--- config.mk ---
export PLATFORM = sky130hd
export DESIGN_NAME = deadband_reporter_with_window_alarm
export DESIGN_NICKNAME = d
export VERILOG_FILES = /design/src/rtl/dbr_pkg.sv /design/src/rtl/dbr_scale.sv /design/src/rtl/dbr_track.sv /design/src/rtl/deadband_reporter_with_window_alarm.sv
export SDC_FILE = /design/constraint.sdc
export NUM_CORES = 2
export LEC_CHECK = 0
export BUFFER_PORTS_ARGS = -buffer_cell sky130_fd_sc_hd__buf_2
export CORE_MARGIN = 5
export CORE_UTILIZATION = 30
export CTS_CLUSTER_DIAMETER = 150
export DETAILED_ROUTE_END_ITERATION = 6
export HOLD_SLACK_MARGIN = 0.06
export PLACE_DENSITY_LB_ADDON = 0.1
export SETUP_SLACK_MARGIN = 0.4
export SYNTH_ARGS = -nofsm -noshare
export SYNTH_HDL_FRONTEND = slang
export SYNTH_SLANG_ARGS = --single-unit
--- constraint.sdc ---
create_clock -name clk -period 8.6 [get_ports clk]
set_input_delay 1.72 -clock clk [delete_from_list [all_inputs] [get_ports clk]]
set_output_delay 1.72 -clock clk [all_outputs]
set_load 0.02 [all_outputs]
--- src/rtl/dbr_pkg.sv ---
`timescale 1ns / 1ps

package dbr_pkg;

	// Default build of the sample path.
	localparam int SAMPLE_BITS_DEF = 10;
	localparam int FRAC_BITS_DEF   = 16;

	// Fixed widths of the value path and the register file.
	localparam int VALUE_BITS     = 32;
	localparam int THR_BITS       = 31;
	localparam int COUNT_BITS     = 8;
	localparam int CFG_INDEX_BITS = 3;
	localparam int CFG_DATA_BITS  = 32;

	// Register map of the configuration port.
	typedef enum logic [CFG_INDEX_BITS-1:0] {
		REG_GAIN         = 3'd0,
		REG_OFFSET       = 3'd1,
		REG_THRESHOLD    = 3'd2,
		REG_REPORT_EVERY = 3'd3,
		REG_ALARM_ENABLE = 3'd4,
		REG_WINDOW_LOW   = 3'd5,
		REG_WINDOW_HIGH  = 3'd6
	} dbr_reg_t;

	// Settings the report and alarm tracker works from.
	typedef struct packed {
		logic [THR_BITS-1:0]          threshold;
		logic [COUNT_BITS-1:0]        report_every;
		logic                         alarm_enable;
		logic signed [VALUE_BITS-1:0] window_low;
		logic signed [VALUE_BITS-1:0] window_high;
	} dbr_track_cfg_t;

	// Per-word status flags produced by the tracker.
	typedef struct packed {
		logic report;
		logic alarm_raised;
		logic alarm_latched;
	} dbr_flags_t;

endpackage

--- src/rtl/dbr_scale.sv ---
`timescale 1ns / 1ps

module dbr_scale #(
	parameter int SAMPLE_BITS = dbr_pkg::SAMPLE_BITS_DEF
) (
	input  logic                                   clk,
	input  logic                                   load,
	input  logic [SAMPLE_BITS-1:0]                 sample_s1,
	input  logic signed [dbr_pkg::VALUE_BITS-1:0]  gain,
	input  logic signed [dbr_pkg::VALUE_BITS-1:0]  offset,
	output logic signed [dbr_pkg::VALUE_BITS-1:0]  value_s2
);

	localparam int VB   = dbr_pkg::VALUE_BITS;
	localparam int PW   = SAMPLE_BITS + 1 + VB;
	localparam int SUMW = PW + 1;

	logic signed [PW-1:0]   prod;
	logic signed [SUMW-1:0] sum;
	logic [SUMW-VB:0]       top_bits;
	logic signed [VB-1:0]   sat;

	// Sample is unsigned, so it enters the multiplier with a zero sign bit.
	assign prod = $signed({1'b0, sample_s1}) * gain;
	assign sum  = $signed({prod[PW-1], prod}) + $signed({{(SUMW-VB){offset[VB-1]}}, offset});

	// The sum fits when every bit from the 32-bit sign position up agrees.
	assign top_bits = sum[SUMW-1:VB-1];

	always_comb begin
		if ((top_bits == '0) || (top_bits == '1)) begin
			sat = sum[VB-1:0];
		end else if (sum[SUMW-1]) begin
			sat = {1'b1, {(VB-1){1'b0}}};
		end else begin
			sat = {1'b0, {(VB-1){1'b1}}};
		end
	end

	always_ff @(posedge clk) begin
		if (load) begin
			value_s2 <= sat;
		end
	end

endmodule

--- src/rtl/dbr_track.sv ---
`timescale 1ns / 1ps

module dbr_track #(
	parameter int FRAC_BITS = dbr_pkg::FRAC_BITS_DEF
) (
	input  logic                                  clk,
	input  logic                                  arst_n,
	input  logic                                  fire,
	input  logic signed [dbr_pkg::VALUE_BITS-1:0] value_s2,
	input  dbr_pkg::dbr_track_cfg_t               cfg,
	output dbr_pkg::dbr_flags_t                   flags_q
);

	localparam int VB = dbr_pkg::VALUE_BITS;
	localparam int CB = dbr_pkg::COUNT_BITS;
	// One tenth in fixed point, rounded down.
	localparam logic [VB:0] TENTH = (VB+1)'((64'd1 << FRAC_BITS) / 10);

	logic signed [VB-1:0] last_q;
	logic [CB-1:0]        since_q;
	logic                 latch_q;

	logic [CB-1:0]        since_next;
	logic signed [VB:0]   diff;
	logic [VB:0]          diff_mag;
	logic signed [VB:0]   win_diff;
	logic [VB:0]          win_mag;
	logic signed [VB:0]   value_x;
	logic signed [VB:0]   rearm_lo;
	logic signed [VB:0]   rearm_hi;
	logic                 report;
	logic                 wide;
	logic                 outside;
	logic                 in_band;
	logic                 raise;
	logic                 clear;

	assign since_next = since_q + CB'(1);
	assign value_x    = {value_s2[VB-1], value_s2};
	assign diff       = value_x - $signed({last_q[VB-1], last_q});
	assign diff_mag   = diff[VB] ? (VB+1)'(-diff) : diff;
	assign report     = (diff_mag > {2'b00, cfg.threshold}) || (since_next >= cfg.report_every);

	assign win_diff = $signed({cfg.window_low[VB-1], cfg.window_low})
		- $signed({cfg.window_high[VB-1], cfg.window_high});
	assign win_mag  = win_diff[VB] ? (VB+1)'(-win_diff) : win_diff;
	assign wide     = win_mag > TENTH;
	assign outside  = (value_s2 < cfg.window_low) || (value_s2 > cfg.window_high);

	// Re-arm band is the window shrunk by the threshold on both sides.
	assign rearm_lo = $signed({cfg.window_low[VB-1], cfg.window_low}) + $signed({2'b00, cfg.threshold});
	assign rearm_hi = $signed({cfg.window_high[VB-1], cfg.window_high}) - $signed({2'b00, cfg.threshold});
	assign in_band  = (value_x > rearm_lo) && (value_x < rearm_hi);

	assign raise = report && cfg.alarm_enable && !latch_q && wide && outside;
	assign clear = report && cfg.alarm_enable && latch_q && in_band;

	always_ff @(posedge clk or negedge arst_n) begin
		if (!arst_n) begin
			last_q  <= '0;
			since_q <= '0;
			latch_q <= 1'b0;
		end else if (fire) begin
			if (report) begin
				last_q  <= value_s2;
				since_q <= '0;
			end else begin
				since_q <= since_next;
			end
			if (raise) begin
				latch_q <= 1'b1;
			end else if (clear) begin
				latch_q <= 1'b0;
			end
		end
	end

	always_ff @(posedge clk) begin
		if (fire) begin
			flags_q.report        <= report;
			flags_q.alarm_raised  <= raise;
			flags_q.alarm_latched <= (latch_q || raise) && !clear;
		end
	end

`ifndef SYNTHESIS
	a_report_clears_count: assert property (@(posedge clk) disable iff (!arst_n)
		fire && report |=> since_q == '0 && last_q == $past(value_s2))
		else $error("report did not clear the sample count or store the value");

	a_raise_sets_latch: assert property (@(posedge clk) disable iff (!arst_n)
		fire && raise |=> latch_q && flags_q.report && flags_q.alarm_raised)
		else $error("alarm fired without a report or without setting the latch");

	a_disabled_latch_holds: assert property (@(posedge clk) disable iff (!arst_n)
		fire && !cfg.alarm_enable |=> $stable(latch_q) && !flags_q.alarm_raised)
		else $error("alarm latch moved while the alarm was disabled");

	a_latch_flag_matches: assert property (@(posedge clk) disable iff (!arst_n)
		fire |=> flags_q.alarm_latched == latch_q)
		else $error("reported latch state differs from the latch");
`endif

endmodule

--- src/rtl/deadband_reporter_with_window_alarm.sv ---
`timescale 1ns / 1ps

// Send-on-delta reporter with a latched out-of-window alarm.
// Input channel (in_valid/in_ready/sample) carries one raw ADC word. Every word
// yields exactly one result word on the output channel (out_valid/out_ready):
// the scaled, saturated value sample*gain+offset, the raw sample, a report flag,
// the alarm-fired flag and the alarm latch state after this sample.
// Pipeline: three register stages (input, scale, track). Throughput: one word
// per cycle while out_ready does not stall the output; the multiplier in the
// scale stage and the compare logic in the track stage are combinational in
// their stage, and only the track stage carries state from one word to the next.
// A stall on out_ready holds the result; the stages behind it keep filling
// until all three hold a word, then in_ready drops.
// Reset (arst_n low) empties the pipeline, clears the last reported value, the
// sample count and the alarm latch, and loads the register defaults: gain 1.0,
// report every sample, alarm disabled. The user must write the registers through
// cfg_write/cfg_index/cfg_data only while no word is in flight (not enforced).
module deadband_reporter_with_window_alarm #(
	parameter int SAMPLE_BITS = dbr_pkg::SAMPLE_BITS_DEF,
	parameter int FRAC_BITS   = dbr_pkg::FRAC_BITS_DEF
) (
	input  logic                                     clk,
	input  logic                                     arst_n,
	input  logic                                     cfg_write,
	input  logic [dbr_pkg::CFG_INDEX_BITS-1:0]       cfg_index,
	input  logic [dbr_pkg::CFG_DATA_BITS-1:0]        cfg_data,
	input  logic                                     in_valid,
	output logic                                     in_ready,
	input  logic [SAMPLE_BITS-1:0]                   sample,
	output logic                                     out_valid,
	input  logic                                     out_ready,
	output logic                                     report,
	output logic signed [dbr_pkg::VALUE_BITS-1:0]    scaled_value,
	output logic [SAMPLE_BITS-1:0]                   raw_echo,
	output logic                                     alarm_raised,
	output logic                                     alarm_latched
);

	localparam int VB = dbr_pkg::VALUE_BITS;

	// Configuration registers.
	logic signed [VB-1:0]    gain_q;
	logic signed [VB-1:0]    offset_q;
	dbr_pkg::dbr_track_cfg_t track_cfg_q;

	always_ff @(posedge clk or negedge arst_n) begin
		if (!arst_n) begin
			gain_q                   <= VB'(64'd1 << FRAC_BITS);
			offset_q                 <= '0;
			track_cfg_q.threshold    <= '0;
			track_cfg_q.report_every <= dbr_pkg::COUNT_BITS'(1);
			track_cfg_q.alarm_enable <= 1'b0;
			track_cfg_q.window_low   <= '0;
			track_cfg_q.window_high  <= '0;
		end else if (cfg_write) begin
			case (dbr_pkg::dbr_reg_t'(cfg_index))
				dbr_pkg::REG_GAIN:         gain_q <= cfg_data;
				dbr_pkg::REG_OFFSET:       offset_q <= cfg_data;
				dbr_pkg::REG_THRESHOLD:    track_cfg_q.threshold <= cfg_data[dbr_pkg::THR_BITS-1:0];
				dbr_pkg::REG_REPORT_EVERY: begin
					track_cfg_q.report_every <= cfg_data[dbr_pkg::COUNT_BITS-1:0];
				end
				dbr_pkg::REG_ALARM_ENABLE: track_cfg_q.alarm_enable <= cfg_data[0];
				dbr_pkg::REG_WINDOW_LOW:   track_cfg_q.window_low <= cfg_data;
				dbr_pkg::REG_WINDOW_HIGH:  track_cfg_q.window_high <= cfg_data;
				default: ;
			endcase
		end
	end

	// Pipeline occupancy and per-stage advance. A stage moves when it is empty
	// or when the stage ahead of it moves.
	logic valid_s1_q;
	logic valid_s2_q;
	logic out_valid_q;
	logic adv1;
	logic adv2;
	logic adv3;

	assign adv3     = !out_valid_q || out_ready;
	assign adv2     = !valid_s2_q || adv3;
	assign adv1     = !valid_s1_q || adv2;
	assign in_ready = adv1;

	always_ff @(posedge clk or negedge arst_n) begin
		if (!arst_n) begin
			valid_s1_q  <= 1'b0;
			valid_s2_q  <= 1'b0;
			out_valid_q <= 1'b0;
		end else begin
			if (adv1) begin
				valid_s1_q <= in_valid;
			end
			if (adv2) begin
				valid_s2_q <= valid_s1_q;
			end
			if (adv3) begin
				out_valid_q <= valid_s2_q;
			end
		end
	end

	// Sample payload through the stages.
	logic [SAMPLE_BITS-1:0] sample_s1;
	logic [SAMPLE_BITS-1:0] raw_s2;
	logic [SAMPLE_BITS-1:0] raw_q;
	logic signed [VB-1:0]   value_s2;
	logic signed [VB-1:0]   value_q;
	logic                   load2;
	logic                   fire3;

	assign load2 = adv2 && valid_s1_q;
	assign fire3 = adv3 && valid_s2_q;

	always_ff @(posedge clk) begin
		if (adv1 && in_valid) begin
			sample_s1 <= sample;
		end
		if (load2) begin
			raw_s2 <= sample_s1;
		end
		if (fire3) begin
			raw_q   <= raw_s2;
			value_q <= value_s2;
		end
	end

	dbr_scale #(
		.SAMPLE_BITS(SAMPLE_BITS)
	) u_scale (
		.clk      (clk),
		.load     (load2),
		.sample_s1(sample_s1),
		.gain     (gain_q),
		.offset   (offset_q),
		.value_s2 (value_s2)
	);

	dbr_pkg::dbr_flags_t flags_q;

	dbr_track #(
		.FRAC_BITS(FRAC_BITS)
	) u_track (
		.clk     (clk),
		.arst_n  (arst_n),
		.fire    (fire3),
		.value_s2(value_s2),
		.cfg     (track_cfg_q),
		.flags_q (flags_q)
	);

	assign out_valid     = out_valid_q;
	assign scaled_value  = value_q;
	assign raw_echo      = raw_q;
	assign report        = flags_q.report;
	assign alarm_raised  = flags_q.alarm_raised;
	assign alarm_latched = flags_q.alarm_latched;

endmodule

==> impl_metrics.toml <==
[clocking]
clk_path_buf_depth = 3
cts_max_level = 2
clk_pin_slew_ns = 0.06
cts_sinks = 309
cts_setup_buffers = 0
cts_root_buf = "clkbuf_16"
cts_made_buffers = 44
cts_tree = "built"
clock_latency_ns = 0.61

[critical_path]
cp.required_ns = 9.07
reg2reg_to = "u_track.last_q[18]$_DFFE_PN0P_"
cp-startpoint = "u_scale.value_s2[0]$_DFFE_PP_"
arrival_ns = 8.18
end_kind = "register"
startpoint_type = "register"
endpoint = "u_track.last_q[18]$_DFFE_PN0P_"
critPathKind = "reg -> reg"
reg2reg_slack_ns = 0.89
critPathMaxFanout = 34
ff2ff_path_depth = 25
r2r_start = "u_scale.value_s2[0]$_DFFE_PP_"

[logic_synthesis]
synth_area_mm2 = 0.0359
yosysMostFrequentCell = "inv_1"
synth-seq-cells = 309
synth_nets = 4610
synth_cell_types = 106
synthTopCellsByCount = "inv_1, ha_1, nand2_1"
synth_area_leaders = "fa_1, dfrtp_1, ha_1, edfxtp_1, inv_1"
synthArstFlopShare = 0.686
seq_area_frac_synth = 0.229
netlist.area_leader.share = 0.174
synth_top_area_cell = "fa_1"
synthCells = 3857
synth_edf_count = 97
syn_area_per_cell_um2 = 9.30
synth_top_flop_cell = "dfrtp_1"
ys_warn_count = 0

[timing]
finalCritPeriodShare = 0.897
finClkSkew_ns = 0.0202
hold_viol_final = 0
tightest_slew_ns = 1.08
setup_viol = 0
maxSlewHeadroom = 0.268
setup_ws_ns = 0.890
slew_viol_final = 0
fmax_mhz = 130
finalSetupTns_ns = 0
period_needed_ns = 7.71
grt_setup_unrepaired = "false"

[global_route]
grt_pass1_wl_um = 174000
grt_pass1_vias = 28400
antenna_found_initial = 3
grt-ovfl-total = 0
gr-usage-all-layers = 0.179
grt_max_degree = 136

[final_layout]
nets = 4686
nFillCells = 12400
syn_to_final_growth_pct = 11.3
layout-drive-gt1-share = 0.106

[floorplanning]
core-area_mm2 = 0.118
fp.dieW_um = 356
rows = 126
initial_utilization = 0.303
num_io_pins = 97
die_h_um = 356
die-area_mm2 = 0.127

[placed_design]
place.gp.congestion = 0.836
dp_hpwl_um = 92700
pre_cts_slack_ns = 0.579
port_buffers = 96

[route]
drt_iter0_markers = 1273
viasPerCell = 4.89
drcViolationCount = 0
wl_per_cell_um = 20.4
drt-total-wl_um = 114000
vias = 27200
ant_nets = 0
first_pass_iters = 5

[hold_path]
hold_path_class = "reg -> reg"

[job]
cap_viol_max_count = 0

[outcome]
status = "complete, no violations"
flip-flops by register name, summed over array words and instances, names as in the netlist, 3 cells and up:
| register | cells |
|---|---|
| scaled_value | 32 |
| u_scale.value_s2 | 32 |
| u_track.last_q | 32 |
| u_track.flags_q | 3 |
| track_cfg_q | 104 |
| sample_s1 | 10 |
| gain_q | 32 |
| u_track.since_q | 8 |
| raw_echo | 10 |
| offset_q | 32 |
| raw_s2 | 10 |
what timing repair did:
item / in CTS / in global routing
setup endpoints to repair: 0 / 37
hold buffers: 0 / 0
resized for setup: 0 / 3
worst min-delay path by stage:
stage / from / to / slack [ns] / depth (start not counted)
after CTS: raw_s2[7]$_DFFE_PP_ / raw_echo[7]$_DFFE_PP_ / 0.43 / 0
after global routing: raw_s2[7]$_DFFE_PP_ / raw_echo[7]$_DFFE_PP_ / 0.43 / 0
final: raw_s2[7]$_DFFE_PP_ / raw_echo[7]$_DFFE_PP_ / 0.42 / 0
after floorplan: raw_s2[0]$_DFFE_PP_ / raw_echo[0]$_DFFE_PP_ / 0.40 / 0
after global placement: raw_s2[0]$_DFFE_PP_ / raw_echo[0]$_DFFE_PP_ / 0.41 / 0
after detailed placement: raw_s2[6]$_DFFE_PP_ / raw_echo[6]$_DFFE_PP_ / 0.41 / 0
final cells by class:
| class | count | area, um2 | share of cell area |
|---|---|---|---|
| well taps | 1600 | 2000 | 0.0502 |
| repair buffers | 156 | 966 | 0.0242 |
| clock inverters | 13 | 186 | 0.00467 |
| inverters | 559 | 2100 | 0.0526 |
| clock buffers | 66 | 1370 | 0.0342 |
| flip-flops and latches | 309 | 8220 | 0.206 |
| multi-input cells | 2863 | 25100 | 0.628 |
| diodes | 1 | 2.50 | 0.0000627 |
metrics by stage:
step | cells | cell area (um2) | util | hold slack [ns]
after floorplan | 3857 | 35900 | - | 0.400
final | 5567 | 39900 | 0.337 | 0.423
after global routing | 5566 | 39900 | 0.337 | 0.428
after global placement | 5487 | 38300 | 0.324 | 0.411
after CTS | 5566 | 39900 | 0.337 | 0.426
after detailed placement | 5487 | 38300 | 0.324 | 0.412
worst max-delay path, stage by stage, from the launching register on:
cell and delay [ns]:
edfxtp_1 0.48, inv_1 0.17, ha_1 0.26, fa_1 0.41, nor2b_1 0.18, o2111ai_1 0.25, a31oi_2 0.42, xnor2_1 0.28
o21ai_0 0.20, or3_1 0.41, or3_1 0.40, or3_1 0.43, nor4b_1 0.41, a31oi_1 0.16, xor2_1 0.17, ha_1 0.39
and4_1 0.20, nand4_1 0.09, nor3_1 0.10, a21oi_1 0.12, o21ai_0 0.11, o21ai_0 0.32, nor3_1 0.12, a211oi_2 0.61
nand2_8 0.43, mux2_4 0.42
kinds of logic (layout without fill, tap and decap cells):
family | after synthesis | in the layout | share of synthesized area
AOI/OAI and AO/OA | 796 | 796 | 0.146
and+or+nand+nor | 1041 | 1041 | 0.149
muxes | 149 | 149 | 0.0493
DFF | 309 | 309 | 0.229
other | 0 | 1 | 0
adders and majority gates | 703 | 703 | 0.311
xor gates and xnor gates | 174 | 174 | 0.0429
buffers and inverters | 685 | 794 | 0.0730
routing by layer:
layer	wire [um]	global-route usage	vias up
li1	-	-	13300
met1	59000	0.268	13500
met2	48800	0.278	390
met3	3850	0.0227	94
met4	2080	0.0322	0
met5	0	0	-
placed cells by master (no fill, tap or decap), types with 8 or more instances in the layout:
| cell | Yosys | routed |
|---|---|---|
| a2111oi_0 | 11 | 11 |
| a211o_1 | 12 | 12 |
| a211oi_1 | 17 | 17 |
| a21o_1 | 107 | 107 |
| a21oi_1 | 177 | 177 |
| a31oi_1 | 27 | 27 |
| and2_1 | 182 | 181 |
| and3_1 | 22 | 22 |
| and4_1 | 8 | 8 |
| buf_2 | 7 | 95 |
| buf_4 | 0 | 58 |
| clkbuf_16 | 0 | 46 |
| clkbuf_8 | 0 | 14 |
| dfrtp_1 | 210 | 210 |
| edfxtp_1 | 97 | 97 |
| fa_1 | 312 | 312 |
| ha_1 | 391 | 391 |
| inv_1 | 558 | 558 |
| mux2_2 | 111 | 111 |
| mux2_4 | 26 | 26 |
| nand2_1 | 361 | 361 |
| nand2b_1 | 42 | 42 |
| nand3_1 | 62 | 62 |
| nand4_1 | 44 | 44 |
| nor2_1 | 118 | 118 |
| nor2b_1 | 39 | 39 |
| nor3_1 | 59 | 58 |
| nor4_1 | 16 | 16 |
| o211ai_1 | 19 | 19 |
| o21a_1 | 54 | 54 |
| o21ai_0 | 203 | 203 |
| o21ai_1 | 12 | 12 |
| o21bai_1 | 19 | 19 |
| o22ai_1 | 8 | 8 |
| o31ai_1 | 30 | 30 |
| or2_2 | 11 | 11 |
| or3_1 | 25 | 25 |
| or4_1 | 8 | 8 |
| xnor2_1 | 99 | 99 |
| xor2_1 | 73 | 73 |
Power is left out: the tool's default activity adds up to more than one toggle a clock period on the data nets, which glitch-free logic cannot reach.
